==> src/rtl/core/mid_square_random_generator_assert.svh <==
`ifndef MID_SQUARE_RANDOM_GENERATOR_ASSERT_SVH
`define MID_SQUARE_RANDOM_GENERATOR_ASSERT_SVH

// same-cycle implication
`define MSRG_ASSERT_IMPLY(label, clk, rst, pre, post) \
   label: assert property (@(posedge clk) disable iff (rst) (pre) |-> (post)) \
      else $error("msrg assertion failed");

// next-cycle implication
`define MSRG_ASSERT_NEXT(label, clk, rst, pre, post) \
   label: assert property (@(posedge clk) disable iff (rst) (pre) |=> (post)) \
      else $error("msrg assertion failed");

`endif

==> src/rtl/core/msrg_pkg.sv <==
package msrg_pkg;

   localparam int SEED_W     = 27;
   localparam int SQ_W       = 2 * SEED_W;
   localparam int SQ_DIGITS  = 17;            // decimal digits of a SQ_W-bit value
   localparam int BCD_W      = 4 * SQ_DIGITS;
   localparam int DIG_W      = 4;
   localparam int ACC_W      = 30;            // holds 10^9 - 1
   localparam int TOT_W      = $clog2(SQ_DIGITS + 1);
   localparam int MCNT_W     = $clog2(SEED_W + 1);
   localparam int DCNT_W     = $clog2(SQ_W + 1);
   localparam int CSR_ADDR_W = 3;
   localparam int CSR_DATA_W = 32;

   typedef logic [SEED_W-1:0] seed_type;
   typedef logic [SQ_W-1:0]   square_type;
   typedef logic [BCD_W-1:0]  bcd_type;
   typedef logic [DIG_W-1:0]  digit_type;
   typedef logic [ACC_W-1:0]  acc_type;

endpackage

==> src/rtl/core/msrg_if.sv <==
interface msrg_req_if;
   logic valid;
   logic ready;
   logic reload;

   modport source (output valid, output reload, input ready);
   modport sink (input valid, input reload, output ready);
endinterface

interface msrg_rsp_if;
   logic               valid;
   logic               ready;
   msrg_pkg::seed_type random_value;

   modport source (output valid, output random_value, input ready);
   modport sink (input valid, input random_value, output ready);
endinterface

==> src/rtl/core/msrg_mult.sv <==
// Shift-and-add squarer, one multiplier bit per cycle.
module msrg_mult (
   input  logic                 clock,
   input  logic                 reset,
   input  logic                 start,
   input  msrg_pkg::seed_type   seed,
   output logic                 done,
   output msrg_pkg::square_type square
);

   logic                        busy_ff;
   logic                        done_ff;
   logic [msrg_pkg::MCNT_W-1:0] cnt_ff;
   msrg_pkg::seed_type          mcand_ff;
   msrg_pkg::square_type        prod_ff;

   logic [msrg_pkg::SEED_W:0]   sum;
   msrg_pkg::square_type        prod_in;
   logic                        last;

   assign sum = {1'b0, prod_ff[msrg_pkg::SQ_W-1:msrg_pkg::SEED_W]}
              + (prod_ff[0] ? {1'b0, mcand_ff} : '0);
   assign prod_in = {sum, prod_ff[msrg_pkg::SEED_W-1:1]};
   assign last = (cnt_ff == msrg_pkg::MCNT_W'(msrg_pkg::SEED_W - 1));

   always_ff @(posedge clock) begin
      if (reset) begin
         busy_ff <= 1'b0;
         done_ff <= 1'b0;
      end else begin
         done_ff <= busy_ff && last;
         if (start) begin
            busy_ff <= 1'b1;
         end else if (busy_ff && last) begin
            busy_ff <= 1'b0;
         end
      end
   end

   always_ff @(posedge clock) begin
      if (start) begin
         mcand_ff <= seed;
         prod_ff  <= {{msrg_pkg::SEED_W{1'b0}}, seed};
         cnt_ff   <= '0;
      end else if (busy_ff) begin
         prod_ff <= prod_in;
         cnt_ff  <= cnt_ff + 1'b1;
      end
   end

   assign done   = done_ff;
   assign square = prod_ff;

endmodule

==> src/rtl/core/msrg_dabble.sv <==
// Binary to BCD, one input bit per cycle (shift-add-3).
module msrg_dabble (
   input  logic                 clock,
   input  logic                 reset,
   input  logic                 start,
   input  msrg_pkg::square_type bin,
   output logic                 done,
   output msrg_pkg::bcd_type    bcd
);

   logic                        busy_ff;
   logic                        done_ff;
   logic [msrg_pkg::DCNT_W-1:0] cnt_ff;
   msrg_pkg::square_type        bin_ff;
   msrg_pkg::bcd_type           bcd_ff;

   msrg_pkg::bcd_type           adj;
   logic                        last;

   always_comb begin
      for (int i = 0; i < msrg_pkg::SQ_DIGITS; i++) begin
         adj[4*i +: 4] = (bcd_ff[4*i +: 4] >= 4'd5) ? bcd_ff[4*i +: 4] + 4'd3
                                                   : bcd_ff[4*i +: 4];
      end
   end

   assign last = (cnt_ff == msrg_pkg::DCNT_W'(msrg_pkg::SQ_W - 1));

   always_ff @(posedge clock) begin
      if (reset) begin
         busy_ff <= 1'b0;
         done_ff <= 1'b0;
      end else begin
         done_ff <= busy_ff && last;
         if (start) begin
            busy_ff <= 1'b1;
         end else if (busy_ff && last) begin
            busy_ff <= 1'b0;
         end
      end
   end

   always_ff @(posedge clock) begin
      if (start) begin
         bin_ff <= bin;
         bcd_ff <= '0;
         cnt_ff <= '0;
      end else if (busy_ff) begin
         bcd_ff <= {adj[msrg_pkg::BCD_W-2:0], bin_ff[msrg_pkg::SQ_W-1]};
         bin_ff <= {bin_ff[msrg_pkg::SQ_W-2:0], 1'b0};
         cnt_ff <= cnt_ff + 1'b1;
      end
   end

   assign done = done_ff;
   assign bcd  = bcd_ff;

endmodule

==> src/rtl/core/msrg_extract.sv <==
// Picks the middle digits: digit shift right to drop the low digits,
// then Horner accumulation MSB digit first, one digit per cycle.
module msrg_extract #(
   parameter int MAX_DIGITS = 8
) (
   input  logic                clock,
   input  logic                reset,
   input  logic                start,
   input  msrg_pkg::bcd_type   bcd,
   input  msrg_pkg::digit_type kept,
   output logic                done,
   output msrg_pkg::seed_type  value
);

   typedef enum logic [1:0] {X_IDLE, X_ALIGN, X_HORNER} phase_type;

   phase_type                   phase_ff;
   logic                        done_ff;
   msrg_pkg::bcd_type           bcd_ff;
   msrg_pkg::digit_type         shift_ff;
   msrg_pkg::digit_type         pos_ff;
   msrg_pkg::digit_type         kept_ff;
   msrg_pkg::acc_type           acc_ff;

   logic [msrg_pkg::TOT_W-1:0]  total;
   logic [msrg_pkg::TOT_W-1:0]  half_total;
   logic [msrg_pkg::TOT_W-1:0]  half_kept;
   msrg_pkg::digit_type         drop;
   msrg_pkg::digit_type         top_digit;
   msrg_pkg::digit_type         use_digit;
   msrg_pkg::acc_type           acc_in;

   // digit count of the square: position of the highest nonzero digit
   always_comb begin
      total = '0;
      for (int i = 0; i < msrg_pkg::SQ_DIGITS; i++) begin
         if (bcd[4*i +: 4] != 4'd0) begin
            total = msrg_pkg::TOT_W'(i + 1);
         end
      end
   end

   assign half_total = total >> 1;
   assign half_kept  = msrg_pkg::TOT_W'(kept >> 1);
   // negative start clamps to zero
   assign drop = (half_total > half_kept) ? msrg_pkg::DIG_W'(half_total - half_kept) : '0;

   assign top_digit = bcd_ff[4*(MAX_DIGITS-1) +: 4];
   assign use_digit = (pos_ff < kept_ff) ? top_digit : '0;
   assign acc_in    = (acc_ff << 3) + (acc_ff << 1) + msrg_pkg::ACC_W'(use_digit);

   always_ff @(posedge clock) begin
      if (reset) begin
         phase_ff <= X_IDLE;
         done_ff  <= 1'b0;
      end else begin
         done_ff <= 1'b0;
         unique case (phase_ff)
            X_IDLE: begin
               if (start) begin
                  phase_ff <= X_ALIGN;
               end
            end
            X_ALIGN: begin
               if (shift_ff == '0) begin
                  phase_ff <= X_HORNER;
               end
            end
            X_HORNER: begin
               if (pos_ff == '0) begin
                  phase_ff <= X_IDLE;
                  done_ff  <= 1'b1;
               end
            end
            default: phase_ff <= X_IDLE;
         endcase
      end
   end

   always_ff @(posedge clock) begin
      if (start) begin
         bcd_ff   <= bcd;
         shift_ff <= drop;
         kept_ff  <= kept;
         pos_ff   <= msrg_pkg::DIG_W'(MAX_DIGITS - 1);
         acc_ff   <= '0;
      end else if (phase_ff == X_ALIGN && shift_ff != '0) begin
         bcd_ff   <= bcd_ff >> 4;
         shift_ff <= shift_ff - 1'b1;
      end else if (phase_ff == X_HORNER) begin
         acc_ff <= acc_in;
         bcd_ff <= bcd_ff << 4;
         if (pos_ff != '0) begin
            pos_ff <= pos_ff - 1'b1;
         end
      end
   end

   assign done  = done_ff;
   assign value = acc_ff[msrg_pkg::SEED_W-1:0];

endmodule

==> src/rtl/core/mid_square_random_generator.sv <==
// Flow: a 27-step squarer, a 54-step binary-to-BCD shifter, then a digit shift that drops
// s low digits (0..8) and a Horner pass over MAX_DIGITS digits.
// One transaction in flight; the next request is taken the cycle after the result is
// registered, even while that result waits on rsp.
// Reset (synchronous): seed 0, initial_seed 0, digit_count 4, no result pending.
module mid_square_random_generator #(
   parameter int MAX_DIGITS = 8
) (
   input  logic                                clock,
   input  logic                                reset,
   msrg_req_if.sink                            req,
   msrg_rsp_if.source                          rsp,
   input  logic                                csr_psel,
   input  logic                                csr_penable,
   input  logic                                csr_pwrite,
   input  logic [msrg_pkg::CSR_ADDR_W-1:0]     csr_paddr,
   input  logic [msrg_pkg::CSR_DATA_W-1:0]     csr_pwdata,
   output logic [msrg_pkg::CSR_DATA_W-1:0]     csr_prdata,
   output logic                                csr_pready
);

   localparam logic REG_INITIAL_SEED = 1'b0;
   localparam logic REG_DIGIT_COUNT  = 1'b1;

   typedef enum logic [2:0] {S_IDLE, S_MUL, S_DAB, S_EXT, S_OUT} state_type;

   state_type            state_ff, state_in;
   logic                 rsp_valid_ff, rsp_valid_in;
   msrg_pkg::seed_type   rsp_data_ff, rsp_data_in;
   msrg_pkg::seed_type   seed_ff, seed_in;
   msrg_pkg::seed_type   work_ff, work_in;
   logic                 mul_start_ff, mul_start_in;
   logic                 dab_start_ff, dab_start_in;
   logic                 ext_start_ff, ext_start_in;

   msrg_pkg::seed_type   csr_init_ff;
   msrg_pkg::digit_type  csr_dc_ff;
   msrg_pkg::digit_type  kept;
   logic                 csr_wr;

   logic                 mul_done;
   msrg_pkg::square_type square;
   logic                 dab_done;
   msrg_pkg::bcd_type    bcd;
   logic                 ext_done;
   msrg_pkg::seed_type   ext_value;

   // configuration
   assign csr_pready = 1'b1;
   assign csr_wr = csr_psel && csr_penable && csr_pwrite && csr_pready;

   always_ff @(posedge clock) begin
      if (reset) begin
         csr_init_ff <= '0;
         csr_dc_ff   <= msrg_pkg::DIG_W'(4);
      end else if (csr_wr) begin
         unique case (csr_paddr[2])
            REG_INITIAL_SEED: csr_init_ff <= csr_pwdata[msrg_pkg::SEED_W-1:0];
            REG_DIGIT_COUNT:  csr_dc_ff   <= csr_pwdata[msrg_pkg::DIG_W-1:0];
            default:          csr_init_ff <= csr_init_ff;
         endcase
      end
   end

   always_comb begin
      unique case (csr_paddr[2])
         REG_INITIAL_SEED: csr_prdata = msrg_pkg::CSR_DATA_W'(csr_init_ff);
         REG_DIGIT_COUNT:  csr_prdata = msrg_pkg::CSR_DATA_W'(csr_dc_ff);
         default:          csr_prdata = '0;
      endcase
   end

   assign kept = (csr_dc_ff > msrg_pkg::DIG_W'(MAX_DIGITS)) ? msrg_pkg::DIG_W'(MAX_DIGITS)
                                                            : csr_dc_ff;

   // sequencer
   always_comb begin
      state_in     = state_ff;
      rsp_valid_in = rsp_valid_ff && !rsp.ready;
      rsp_data_in  = rsp_data_ff;
      seed_in      = seed_ff;
      work_in      = work_ff;
      mul_start_in = 1'b0;
      dab_start_in = 1'b0;
      ext_start_in = 1'b0;
      unique case (state_ff)
         S_IDLE: begin
            if (req.valid) begin
               work_in      = req.reload ? csr_init_ff : seed_ff;
               mul_start_in = 1'b1;
               state_in     = S_MUL;
            end
         end
         S_MUL: begin
            if (mul_done) begin
               dab_start_in = 1'b1;
               state_in     = S_DAB;
            end
         end
         S_DAB: begin
            if (dab_done) begin
               ext_start_in = 1'b1;
               state_in     = S_EXT;
            end
         end
         S_EXT: begin
            if (ext_done) begin
               state_in = S_OUT;
            end
         end
         S_OUT: begin
            if (!rsp_valid_ff || rsp.ready) begin
               rsp_valid_in = 1'b1;
               rsp_data_in  = ext_value;
               seed_in      = ext_value;
               state_in     = S_IDLE;
            end
         end
         default: state_in = S_IDLE;
      endcase
   end

   always_ff @(posedge clock) begin
      if (reset) begin
         state_ff     <= S_IDLE;
         rsp_valid_ff <= 1'b0;
         seed_ff      <= '0;
         mul_start_ff <= 1'b0;
         dab_start_ff <= 1'b0;
         ext_start_ff <= 1'b0;
      end else begin
         state_ff     <= state_in;
         rsp_valid_ff <= rsp_valid_in;
         seed_ff      <= seed_in;
         mul_start_ff <= mul_start_in;
         dab_start_ff <= dab_start_in;
         ext_start_ff <= ext_start_in;
      end
      rsp_data_ff <= rsp_data_in;
      work_ff     <= work_in;
   end

   assign req.ready        = (state_ff == S_IDLE);
   assign rsp.valid        = rsp_valid_ff;
   assign rsp.random_value = rsp_data_ff;

   msrg_mult u_mult (
      .clock  (clock),
      .reset  (reset),
      .start  (mul_start_ff),
      .seed   (work_ff),
      .done   (mul_done),
      .square (square)
   );

   msrg_dabble u_dabble (
      .clock (clock),
      .reset (reset),
      .start (dab_start_ff),
      .bin   (square),
      .done  (dab_done),
      .bcd   (bcd)
   );

   msrg_extract #(
      .MAX_DIGITS (MAX_DIGITS)
   ) u_extract (
      .clock (clock),
      .reset (reset),
      .start (ext_start_ff),
      .bcd   (bcd),
      .kept  (kept),
      .done  (ext_done),
      .value (ext_value)
   );

`include "mid_square_random_generator_assert.svh"

   `MSRG_ASSERT_NEXT(a_accept_leaves_idle, clock, reset, req.valid && req.ready, !req.ready)
   `MSRG_ASSERT_IMPLY(a_single_done, clock, reset, 1'b1, $onehot0({mul_done, dab_done, ext_done}))
   `MSRG_ASSERT_NEXT(a_result_posted, clock, reset, ext_done, state_ff == S_OUT)

endmodule
==> src/flat_wrapper.sv <==
// flat-port wrapper written by rule: the top's interface ports become plain ports
module mid_square_random_generator_flat 
#(
   parameter int MAX_DIGITS = 8
)
  (clock, reset, csr_psel, csr_penable, csr_pwrite, csr_paddr, csr_pwdata, csr_prdata, csr_pready, req_valid, req_reload, req_ready, rsp_valid, rsp_random_value, rsp_ready);
  msrg_req_if req_i ();
  msrg_rsp_if rsp_i ();
  input  logic clock;
  input  logic reset;
  input  logic csr_psel;
  input  logic csr_penable;
  input  logic csr_pwrite;
  input  logic [msrg_pkg::CSR_ADDR_W-1:0] csr_paddr;
  input  logic [msrg_pkg::CSR_DATA_W-1:0] csr_pwdata;
  output logic [msrg_pkg::CSR_DATA_W-1:0] csr_prdata;
  output logic csr_pready;
  input wire logic [$bits(req_i.valid)-1:0] req_valid;
  input wire logic [$bits(req_i.reload)-1:0] req_reload;
  output wire logic [$bits(req_i.ready)-1:0] req_ready;
  output wire logic [$bits(rsp_i.valid)-1:0] rsp_valid;
  output wire logic [$bits(rsp_i.random_value)-1:0] rsp_random_value;
  input wire logic [$bits(rsp_i.ready)-1:0] rsp_ready;
  assign req_i.valid = req_valid;
  assign req_i.reload = req_reload;
  assign req_ready = req_i.ready;
  assign rsp_valid = rsp_i.valid;
  assign rsp_random_value = rsp_i.random_value;
  assign rsp_i.ready = rsp_ready;
  mid_square_random_generator #(.MAX_DIGITS(MAX_DIGITS)) u_core (.clock(clock), .reset(reset), .req(req_i), .rsp(rsp_i), .csr_psel(csr_psel), .csr_penable(csr_penable), .csr_pwrite(csr_pwrite), .csr_paddr(csr_paddr), .csr_pwdata(csr_pwdata), .csr_prdata(csr_prdata), .csr_pready(csr_pready));
endmodule
==> config.mk <==
export PLATFORM = sky130hd
export DESIGN_NAME = mid_square_random_generator_flat
export DESIGN_NICKNAME = d
export VERILOG_FILES = /design/src/rtl/core/msrg_pkg.sv /design/src/rtl/core/msrg_if.sv /design/src/rtl/core/msrg_mult.sv /design/src/rtl/core/msrg_dabble.sv /design/src/rtl/core/msrg_extract.sv /design/src/rtl/core/mid_square_random_generator.sv /design/src/flat_wrapper.sv
export VERILOG_INCLUDE_DIRS = /design/src /design/src/rtl/core
export SDC_FILE = /design/constraint.sdc
export NUM_CORES = 1
export LEC_CHECK = 0
export ABC_CLOCK_PERIOD_IN_PS = 4300
export BUFFER_PORTS_ARGS = -buffer_cell sky130_fd_sc_hd__buf_4
export CELL_PAD_IN_SITES_DETAIL_PLACEMENT = 0
export CELL_PAD_IN_SITES_GLOBAL_PLACEMENT = 2
export CORE_MARGIN = 2
export CORE_UTILIZATION = 41
export DETAILED_ROUTE_END_ITERATION = 10
export PLACE_DENSITY = 0.77
export SYNTH_ARGS = -nofsm -noshare
export SYNTH_HDL_FRONTEND = slang
export SYNTH_SLANG_ARGS = --single-unit
==> constraint.sdc <==
create_clock -name clock -period 4.3 [get_ports clock]
set_input_delay 0.43 -clock clock [delete_from_list [all_inputs] [get_ports clock]]
set_output_delay 0.43 -clock clock [all_outputs]
set_load 0.05 [all_outputs]
# --- After elaboration in Yosys (flattened, before gate mapping) ---
# Cells that the tools add are included.
classes:
  eq_ne: 16
  n_reduce_logical: 50
  n_mux: 69
  bitwise: 6
  magnitude_cmp: 20
  add_sub_neg: 25
op_table:
  columns: ["op", "count"]
  rows:
  - ["$mux W68", 3]
  - ["$mux W27", 4]
  - ["$mux W54", 2]
  - ["$mux W4", 21]
  - ["$reduce_bool A4 Y1", 19]
  - ["$ge A4 B3 Y1 const B", 17]
  - ["$add A4 B2 Y4 const B", 16]
  - ["$pmux W32 S2", 1]
  - ["$mux W5", 10]
  - ["$mux W3", 10]
  - ["$add A27 B27 Y28", 1]
  - ["$add A27 B27 Y27", 1]
  - ["$add A27 B4 Y27", 1]
  - ["$pmux W3 S5", 1]
  - ["$ne A2 B2 Y1 const B", 6]
  - ["$mux W1", 11]
  - ["$mux W2", 5]
  - ["$reduce_and A2 Y1", 5]
  - ["$reduce_bool A2 Y1", 5]
  - ["$logic_not A4 Y1", 2]
  - ["$reduce_or A2 Y1", 4]
  - ["$sub A4 B1 Y4 const B", 2]
  - ["$add A6 B1 Y6 const B", 1]
  - ["$eq A3 B2 Y1 const B", 2]
  - ["23 further kinds", 36]
totals:
  in_bits: 43
  reg_bits: 447
  word_cells: 215
  output_inout_bits: 62

# --- Logic depth before layout (Yosys ltp) ---
# Gate-level depths: netlist of the first run.
depth:
  ltp_word: 21
  depth_mapped: 18
  ltp_nobuf: 18

# --- Cells and area by module ---
# From an unflattened synthesis of the first run, not the netlist that was laid out.
hier_totals:
  cells_unflattened: 2238
  hier_area_um2: 22923.2
by_module_without_submodules:
  columns: ["mod", "seq_area_each_um2", "area_each_um2", "cells_each", "instances"]
  rows:
  - ["msrg_extract", 2962.8, 6884.1, 719, 1]
  - ["msrg_dabble", 3143.0, 6642.6, 657, 1]
  - ["msrg_mult", 2302.2, 4725.8, 445, 1]
  - ["mid_square_random_generator", 2922.8, 4670.7, 417, 1]

# --- Least setup slack after synthesis of the first run ---
# Ideal clock, no wire load.
synth_path:
  path_type: "flip-flop to flip-flop"
  from: "reg u_core.u_extract.kept_ff[1]"
  to: "reg u_core.u_extract.acc_ff[26]"
  setup_time_ns: 0.117
  required_ns: 4.183
  stages_incl_launch_ff: 18
  path_buffers: 0
  synth_period_minus_slack_ns: 3.680
  arrival_time_ns: 3.564
  setup_slack_ns: 0.620
  cell_sequence: "edfxtp_1 > inv_1 > ha_1 > a21boi_0 > o21ai_0 > nand2b_1 > a21oi_1 > and2_1 > fa_1 > fa_1 > a211oi_1 > o21ai_1 > a21oi_2 > nor4_1 > o31ai_1 > a31oi_1 > xnor2_1 > a22o_1"
synth_via:
  elab_chain_len: 3
synth_lines:
  columns: ["item", "line", "source"]
  rows:
  - ["start: declaration", "msrg_extract.sv:22", "msrg_pkg::digit_type kept_ff;"]
  - ["start signal: assignment", "msrg_extract.sv:84", "kept_ff <= kept;"]
  - ["$lt A4 B4 Y1", "msrg_extract.sv:49", "assign use_digit = (pos_ff < kept_ff) ? top_digit : '0;"]
  - ["$mux W4", "msrg_extract.sv:49", null]
  - ["$add A27 B4 Y27", "msrg_extract.sv:50", "assign acc_in = (acc_ff << 3) + (acc_ff << 1) + msrg_pkg::ACC_W'(use_digit);"]
  - ["end signal: assignment", "msrg_extract.sv:91", "acc_ff <= acc_in;"]
  - ["end: declaration", "msrg_extract.sv:23", "msrg_pkg::acc_type acc_ff;"]
# No other way between the ends.
# A chain may end at the register's enable or synchronous reset.

# --- Worst setup path after layout of the first run ---
# Ends and elaborated chain as after synthesis.

==> results.sh, run 1 <==
export IMPL_dr_pass1_iters=5
export IMPL_clk_pin_slew_worst_paths_ns=0.06
export IMPL_fin_skew_ns=0.0281
export IMPL_grt_pass1_wl_um=84400
export IMPL_clock_sinks=447
export IMPL_drt_iter0_markers=907
export IMPL_htreeDepth=2
export IMPL_fp_coreArea_um2=53800
export IMPL_crit_path_start="u_core.u_extract.kept_ff[1]"
export IMPL_post_place_cells=2867
export IMPL_cap_violations=0
export IMPL_nets=2401
export IMPL_layout_setup_ws_ns=0.369
export IMPL_die_area_um2=56300
export IMPL_clockBufferDepth=3
export IMPL_worst_endpoint_arrival_ns=4.40
export IMPL_via_count=15400
export IMPL_postSynthCellCount=2163
export IMPL_ys_seq_area_share_pct=50.8
export IMPL_critPathRequiredTime_ns=4.77
export IMPL_ir_worst_vdd_mv=0.266
export IMPL_rows=85
export IMPL_clock_fmax_mhz=254
export IMPL_p_leak_nw=9.93
export IMPL_vias_per_cell=5.21
export IMPL_final_area_um2=25400
export IMPL_r2r_cells=17
export IMPL_gp_congestion=0.839
export IMPL_synth_cell_type_count=73
export IMPL_clockRootBuffer="clkbuf_16"
export IMPL_grt_max_degree=94
export IMPL_worstHoldPathType="primary input to flip-flop"
export IMPL_die_w_um=237
export IMPL_worstSkewPairLatency_ns=0.59
export IMPL_numCtsBuffers=51
export IMPL_die_h_um=237
export IMPL_cts_tree="built"
export IMPL_start_kind="flip-flop"
export IMPL_grt_usage_pct=18.5
export IMPL_tightest_slew_ns=1.19
export IMPL_synth_ff_type="edfxtp_1"
export IMPL_end_kind="flip-flop"
export IMPL_dp_hpwl_um=35000
export IMPL_hold_viol=0
export IMPL_setup_viol=0
export IMPL_synth_area_um2=22300
export IMPL_antenna_left=0
export IMPL_initial_utilization_pct=41.4
export IMPL_syn_to_final_growth_pct=13.8
export IMPL_total_power_mw=10.4
export IMPL_cts_setup_buffers=0
export IMPL_fin_cells=2962
export IMPL_placed_area_um2=23600
export IMPL_p_per_area_nw_per_um2=412
export IMPL_diodes=0
export IMPL_cts_hold_buf=0
export IMPL_min_path_cells=3
export IMPL_yosysWarnings=0
export IMPL_wl_per_cell_um=17.6
export IMPL_critPathCapture="u_core.u_extract.acc_ff[26]"
export IMPL_port_buffers=91
export IMPL_slew_headroom_pct=20.6
export IMPL_routed_wl_um=52200
export IMPL_slew_violations=0
export IMPL_status="finished clean"
export IMPL_post_place_ws_ns=0.194
export IMPL_drc=0
export IMPL_avgSynthCellArea_um2=10.3
export IMPL_worstPathMaxFanout=4
export IMPL_whs_ns=0.0804
export IMPL_rsz0062_at_grt="false"
export IMPL_synth_edf_count=238
export IMPL_timing_final_crit_share_pct=91.4
export IMPL_grt_pass1_vias=15200
export IMPL_drive_above_1_share_pct=14.7
export IMPL_gr_total_overflow=0
export IMPL_ios=105
export IMPL_rr_startpoint="u_core.u_extract.kept_ff[1]"
export IMPL_finalCriticalPeriod_ns=3.93
export IMPL_synth_async_reset_ratio_pct=0
export IMPL_finalSetupTns_ns=0
export IMPL_rr_endpoint="u_core.u_extract.acc_ff[26]"
export IMPL_antenna_found_initial=0
export IMPL_fin_util_pct=47.1
export IMPL_ys_ff_latch=447
export IMPL_reg2reg_slack_ns=0.37
export IMPL_crit_type="flip-flop to flip-flop"
[worst min path at each step]
stage | start | endpoint | slack (ns)
after floorplan | u_core.work_ff[0] | u_core.u_mult.mcand_ff[0] | 0.42
after global placement | u_core.work_ff[25] | u_core.u_mult.mcand_ff[25] | 0.43
after detailed placement | u_core.work_ff[17] | u_core.u_mult.mcand_ff[17] | 0.43
after CTS | csr_pwdata[1] | u_core.csr_dc_ff[1] | 0.05
after global routing | csr_pwdata[1] | u_core.csr_dc_ff[1] | 0.07
final | csr_pwdata[1] | u_core.csr_dc_ff[1] | 0.08
[where the power goes]
part	internal [mW]	total, mW	switching (mW)
combinational	0.445	1.04	0.598
clock	2.75	4.54	1.78
sequential	4.68	4.87	0.189
[cell usage after synthesis (all sizes together) (5+ instances only)]
| library cell | count | area share [%] |
|---|---|---|
| a211oi | 15 | 0.55 |
| a21o | 19 | 0.64 |
| a21oi | 201 | 4.5 |
| a22o | 5 | 0.20 |
| a31oi | 11 | 0.31 |
| and2 | 32 | 0.90 |
| buf | 29 | 0.64 |
| clkbuf | 77 | 1.3 |
| dfxtp | 209 | 19 |
| edfxtp | 238 | 32 |
| ha | 130 | 7.3 |
| inv | 68 | 1.1 |
| mux2 | 111 | 5.6 |
| mux2i | 96 | 4.3 |
| nand2 | 295 | 5.0 |
| nand2b | 28 | 0.79 |
| nand3 | 41 | 0.92 |
| nand4 | 13 | 0.39 |
| nor2 | 135 | 2.3 |
| nor2b | 37 | 1.0 |
| nor3 | 29 | 0.65 |
| nor3b | 8 | 0.27 |
| nor4 | 11 | 0.31 |
| o21a | 5 | 0.17 |
| o21ai | 157 | 3.6 |
| o21bai | 9 | 0.30 |
| o31ai | 6 | 0.20 |
| xnor2 | 48 | 1.9 |
| xor2 | 34 | 1.3 |
[area by class of cell]
cell class	count	area, µm²
Inverter	68	255
Clock inverter	29	330
Multi-Input combinational cell	1546	10300
Sequential cell	447	11300
Clock buffer	66	1430
Fill cell	5062	28400
Timing Repair Buffer	110	826
Tap cell	696	871
[placed cells by master, fill, tap and decap left out, types with 9 or more instances in the layout]
cell type,instances
a21oi_1,200
edfxtp_1,238
nand2b_1,28
nand2_1,294
clkbuf_16,53
a21o_1,19
nor3_1,29
nand4_1,12
ha_1,130
a31oi_1,11
nor2_1,132
and2_1,32
a211oi_1,12
inv_1,66
nor2b_1,37
xnor2_1,48
o21ai_0,152
mux2i_1,96
dfxtp_1,205
buf_4,110
mux2_2,111
o21bai_1,9
nand3_1,41
nor4_1,11
xor2_1,34
[kinds of logic after synthesis]
kind of cell / Yosys count / synth area share [%]
compound gates: 465 / 12.0
xor+xnor: 82 / 3.22
fa+ha+maj: 134 / 7.65
buf+inv: 174 / 3.08
flops: 447 / 50.8
mux: 207 / 9.91
other cells: 2 / 0.0337
simple gates: 652 / 13.3
[state kept, by name (all words and copies together) (netlist names), 5 cells and up]
register	flops
u_core.u_dabble.bin_ff	54
u_core.u_mult.cnt_ff	5
u_core.rsp.random_value	27
u_core.u_dabble.cnt_ff	6
u_core.u_mult.square	54
u_core.u_extract.bcd_ff	68
u_core.u_extract.acc_ff	27
u_core.work_ff	27
u_core.seed_ff	27
u_core.u_mult.mcand_ff	27
u_core.csr_init_ff	27
u_core.u_dabble.bcd	68
[timing repair]
action | in CTS | in global routing
endpoints found under the hold margin | 0 | 0
endpoints found under the setup margin | 0 | 3
resized for setup | 0 | 2
[worst max-delay path, stage by stage, from the launching register on]
cell	delay [ns]
edfxtp_1	0.35
inv_1	0.06
ha_1	0.21
a21boi_0	0.12
o21ai_0	0.16
nand2b_1	0.08
a21oi_1	0.21
and2_1	0.18
fa_1	0.46
fa_1	0.50
a211oi_2	0.24
o21ai_1	0.13
a21oi_2	0.26
nor4_1	0.12
o31ai_2	0.26
a31oi_1	0.14
xnor2_1	0.14
a22o_1	0.19
[routing by layer]
metal | vias up | track usage, % | part of all wire [%]
li1 | 7790 | - | -
met1 | 7358 | 27.6 | 51
met2 | 199 | 27.9 | 43
met3 | 87 | 2.37 | 3.0
met4 | 0 | 5.89 | 2.6
met5 | - | 0 | 0
Power figures use the tool's default switching activity.
==> inputs of run 2 (changes only) <==
--- a/config.mk
+++ b/config.mk
@@ -10,6 +10,7 @@
 export BUFFER_PORTS_ARGS = -buffer_cell sky130_fd_sc_hd__buf_4
 export CELL_PAD_IN_SITES_DETAIL_PLACEMENT = 0
 export CELL_PAD_IN_SITES_GLOBAL_PLACEMENT = 2
+export CORE_ASPECT_RATIO = 1.4
 export CORE_MARGIN = 2
 export CORE_UTILIZATION = 41
 export DETAILED_ROUTE_END_ITERATION = 10
==> results.sh, run 2 (same netlist as run 1, synthesis figures left out) <==
export IMPL_status="finished clean"
export IMPL_initial_utilization_pct=41.3
export IMPL_syn_to_final_growth_pct=13.6
export IMPL_diodes=0
export IMPL_rsz0062_at_grt="false"
export IMPL_die_w_um=201
export IMPL_via_count=15600
export IMPL_p_seq_share_pct=47.4
export IMPL_die_h_um=280
export IMPL_clock_sinks=447
export IMPL_dr_pass1_iters=4
export IMPL_worstSkewPairLatency_ns=0.59
export IMPL_gp_congestion=0.833
export IMPL_start_kind="flip-flop"
export IMPL_hold_viol=0
export IMPL_min_path_cells=3
export IMPL_ios=105
export IMPL_p_per_area_nw_per_um2=406
export IMPL_combPwrFrac_pct=10.3
export IMPL_nets=2401
export IMPL_slew_violations=0
export IMPL_antenna_left=0
export IMPL_clock_fmax_mhz=255
export IMPL_numCtsBuffers=47
export IMPL_htreeDepth=2
export IMPL_cpPeakStageDelay_ns=0.51
export IMPL_cts_tree="built"
export IMPL_crit_type="flip-flop to flip-flop"
export IMPL_r2r_cells=16
export IMPL_p_clk_share_pct=42.3
export IMPL_timing_final_crit_share_pct=91.3
export IMPL_worstPathMaxFanout=4
export IMPL_grt_usage_pct=19.6
export IMPL_reg2reg_slack_ns=0.37
export IMPL_fin_util_pct=46.9
export IMPL_clockBufferDepth=3
export IMPL_fin_skew_ns=0.0222
export IMPL_worst_endpoint_arrival_ns=4.41
export IMPL_rows=101
export IMPL_clockRootBuffer="clkbuf_16"
export IMPL_tightest_slew_ns=1.06
export IMPL_drc=0
export IMPL_layout_common_cells="nand2_1 (294), edfxtp_1 (238), dfxtp_1 (205)"
export IMPL_p_int_mw=7.71
export IMPL_finalSetupTns_ns=0
export IMPL_clk_pin_slew_worst_paths_ns=0.06
export IMPL_antenna_found_initial=0
export IMPL_cts_hold_buf=0
export IMPL_placed_area_um2=23700
export IMPL_crit_buf_inv=0
export IMPL_critPathRequiredTime_ns=4.78
export IMPL_cp_depth=16
export IMPL_p_leak_nw=9.91
export IMPL_fp_coreArea_um2=54000
export IMPL_slowest_stage="fa_1"
export IMPL_dp_hpwl_um=38400
export IMPL_final_common_cell="nand2_1"
export IMPL_p_sw_share_pct=24.9
export IMPL_die_area_um2=56300
export IMPL_setup_viol=0
export IMPL_slew_headroom_pct=29.0
export IMPL_gr_total_overflow=0
export IMPL_final_area_um2=25300
export IMPL_fillers=5108
export IMPL_whs_ns=0.0876
export IMPL_grt_max_degree=92
export IMPL_routed_wl_um=55200
export IMPL_grt_pass1_wl_um=86900
export IMPL_critPathTopFamily="compound AO/OA/AOI/OAI gates"
export IMPL_drive_above_1_share_pct=14.8
export IMPL_worstHoldPathType="primary input to flip-flop"
export IMPL_drt_iter0_markers=646
export IMPL_cap_violations=0
export IMPL_wl_per_cell_um=18.5
export IMPL_vias_per_cell=5.22
export IMPL_p_sw_mw=2.56
export IMPL_port_buffers=91
export IMPL_grt_pass1_vias=15700
export IMPL_end_kind="flip-flop"
export IMPL_ir_worst_vdd_mv=0.285
export IMPL_finalCriticalPeriod_ns=3.93
export IMPL_cp_cell_sequence="ha_1 -> a21boi_0 -> o21ai_0 -> nand2b_1 -> a21oi_2 -> and2_1 -> fa_1 -> fa_1 -> a211oi_2 -> o21ai_1 -> a21oi_2 -> nor4_1 -> o31ai_2 -> a31oi_1 -> xnor2_1 -> a22o_1"
## run 2: cell count changes in the layout (fill, tap and decap cells not counted), sizes merged
cell      delta
clkbuf       -7
inv          +4
buf          +4
bufinv       +1
clkinvlp     -1
clkinv       -4
## run 2: metrics by stage
| step | power [mW] | cells | worst slack (ns) |
|---|---|---|---|
| final | 10.3 | 2984 | 0.375 |
| after detailed placement | 6.02 | 2896 | 0.121 |
| after global placement | 6.00 | 2896 | 0.116 |
| after floorplan | 5.71 | 2167 | 0.620 |
| after global routing | 10.8 | 2984 | 0.0125 |
| after CTS | 10.4 | 2984 | 0.129 |
## run 2: worst paths after layout
| path | from | to |
|---|---|---|
| max | u_core.u_extract.pos_ff[1] | u_core.u_extract.acc_ff[26] |
| max reg2reg | u_core.u_extract.pos_ff[1] | u_core.u_extract.acc_ff[26] |
| min | csr_pwdata[8] | u_core.csr_init_ff[8] |
| min reg2reg | u_core.work_ff[2] | u_core.u_mult.mcand_ff[2] |
## run 2: worst reg2reg max path: cells and delay by family (launching register included)
family / cells / cell delay [ns]
compound gates: 9 / 1.66
fa+ha+maj: 3 / 1.26
simple gates: 3 / 0.41
flops: 1 / 0.34
xor+xnor: 1 / 0.15
## run 2: power groups by stage
| stage | clock (mW) | sequential (mW) | combinational, mW |
|---|---|---|---|
| floorplan | 0 | 4.89 | 0.820 |
| global placement | 0 | 4.96 | 1.04 |
| detailed placement | 0 | 4.97 | 1.06 |
| CTS | 4.48 | 4.87 | 1.06 |
| global route | 4.66 | 4.90 | 1.19 |
| finish | 4.35 | 4.87 | 1.05 |
## run 2: metal layers
| layer | vias up | global-route usage [%] | part of all wire [%] |
|---|---|---|---|
| met3 | 90 | 2.99 | 3.1 |
| li1 | 7816 | - | - |
| met4 | 0 | 7.50 | 3.6 |
| met5 | - | 0 | 0 |
| met1 | 7463 | 21.6 | 40 |
| met2 | 210 | 37.6 | 53 |
## run 2: repair_timing
action,4_1_cts,5_1_grt
gates resized for setup,0,4
setup buffers,0,0
endpoints found under the setup margin,0,8
## run 2: area by class of cell
class	count	area [µm²]	share of cell area [%]
clock buffer	59	1270	5.02
timing repair buffer	114	868	3.43
multi-input combinational	1546	10300	40.8
sequential	447	11300	44.8
inverter	68	255	1.01
clock inverter	29	363	1.43
tap	721	902	3.56
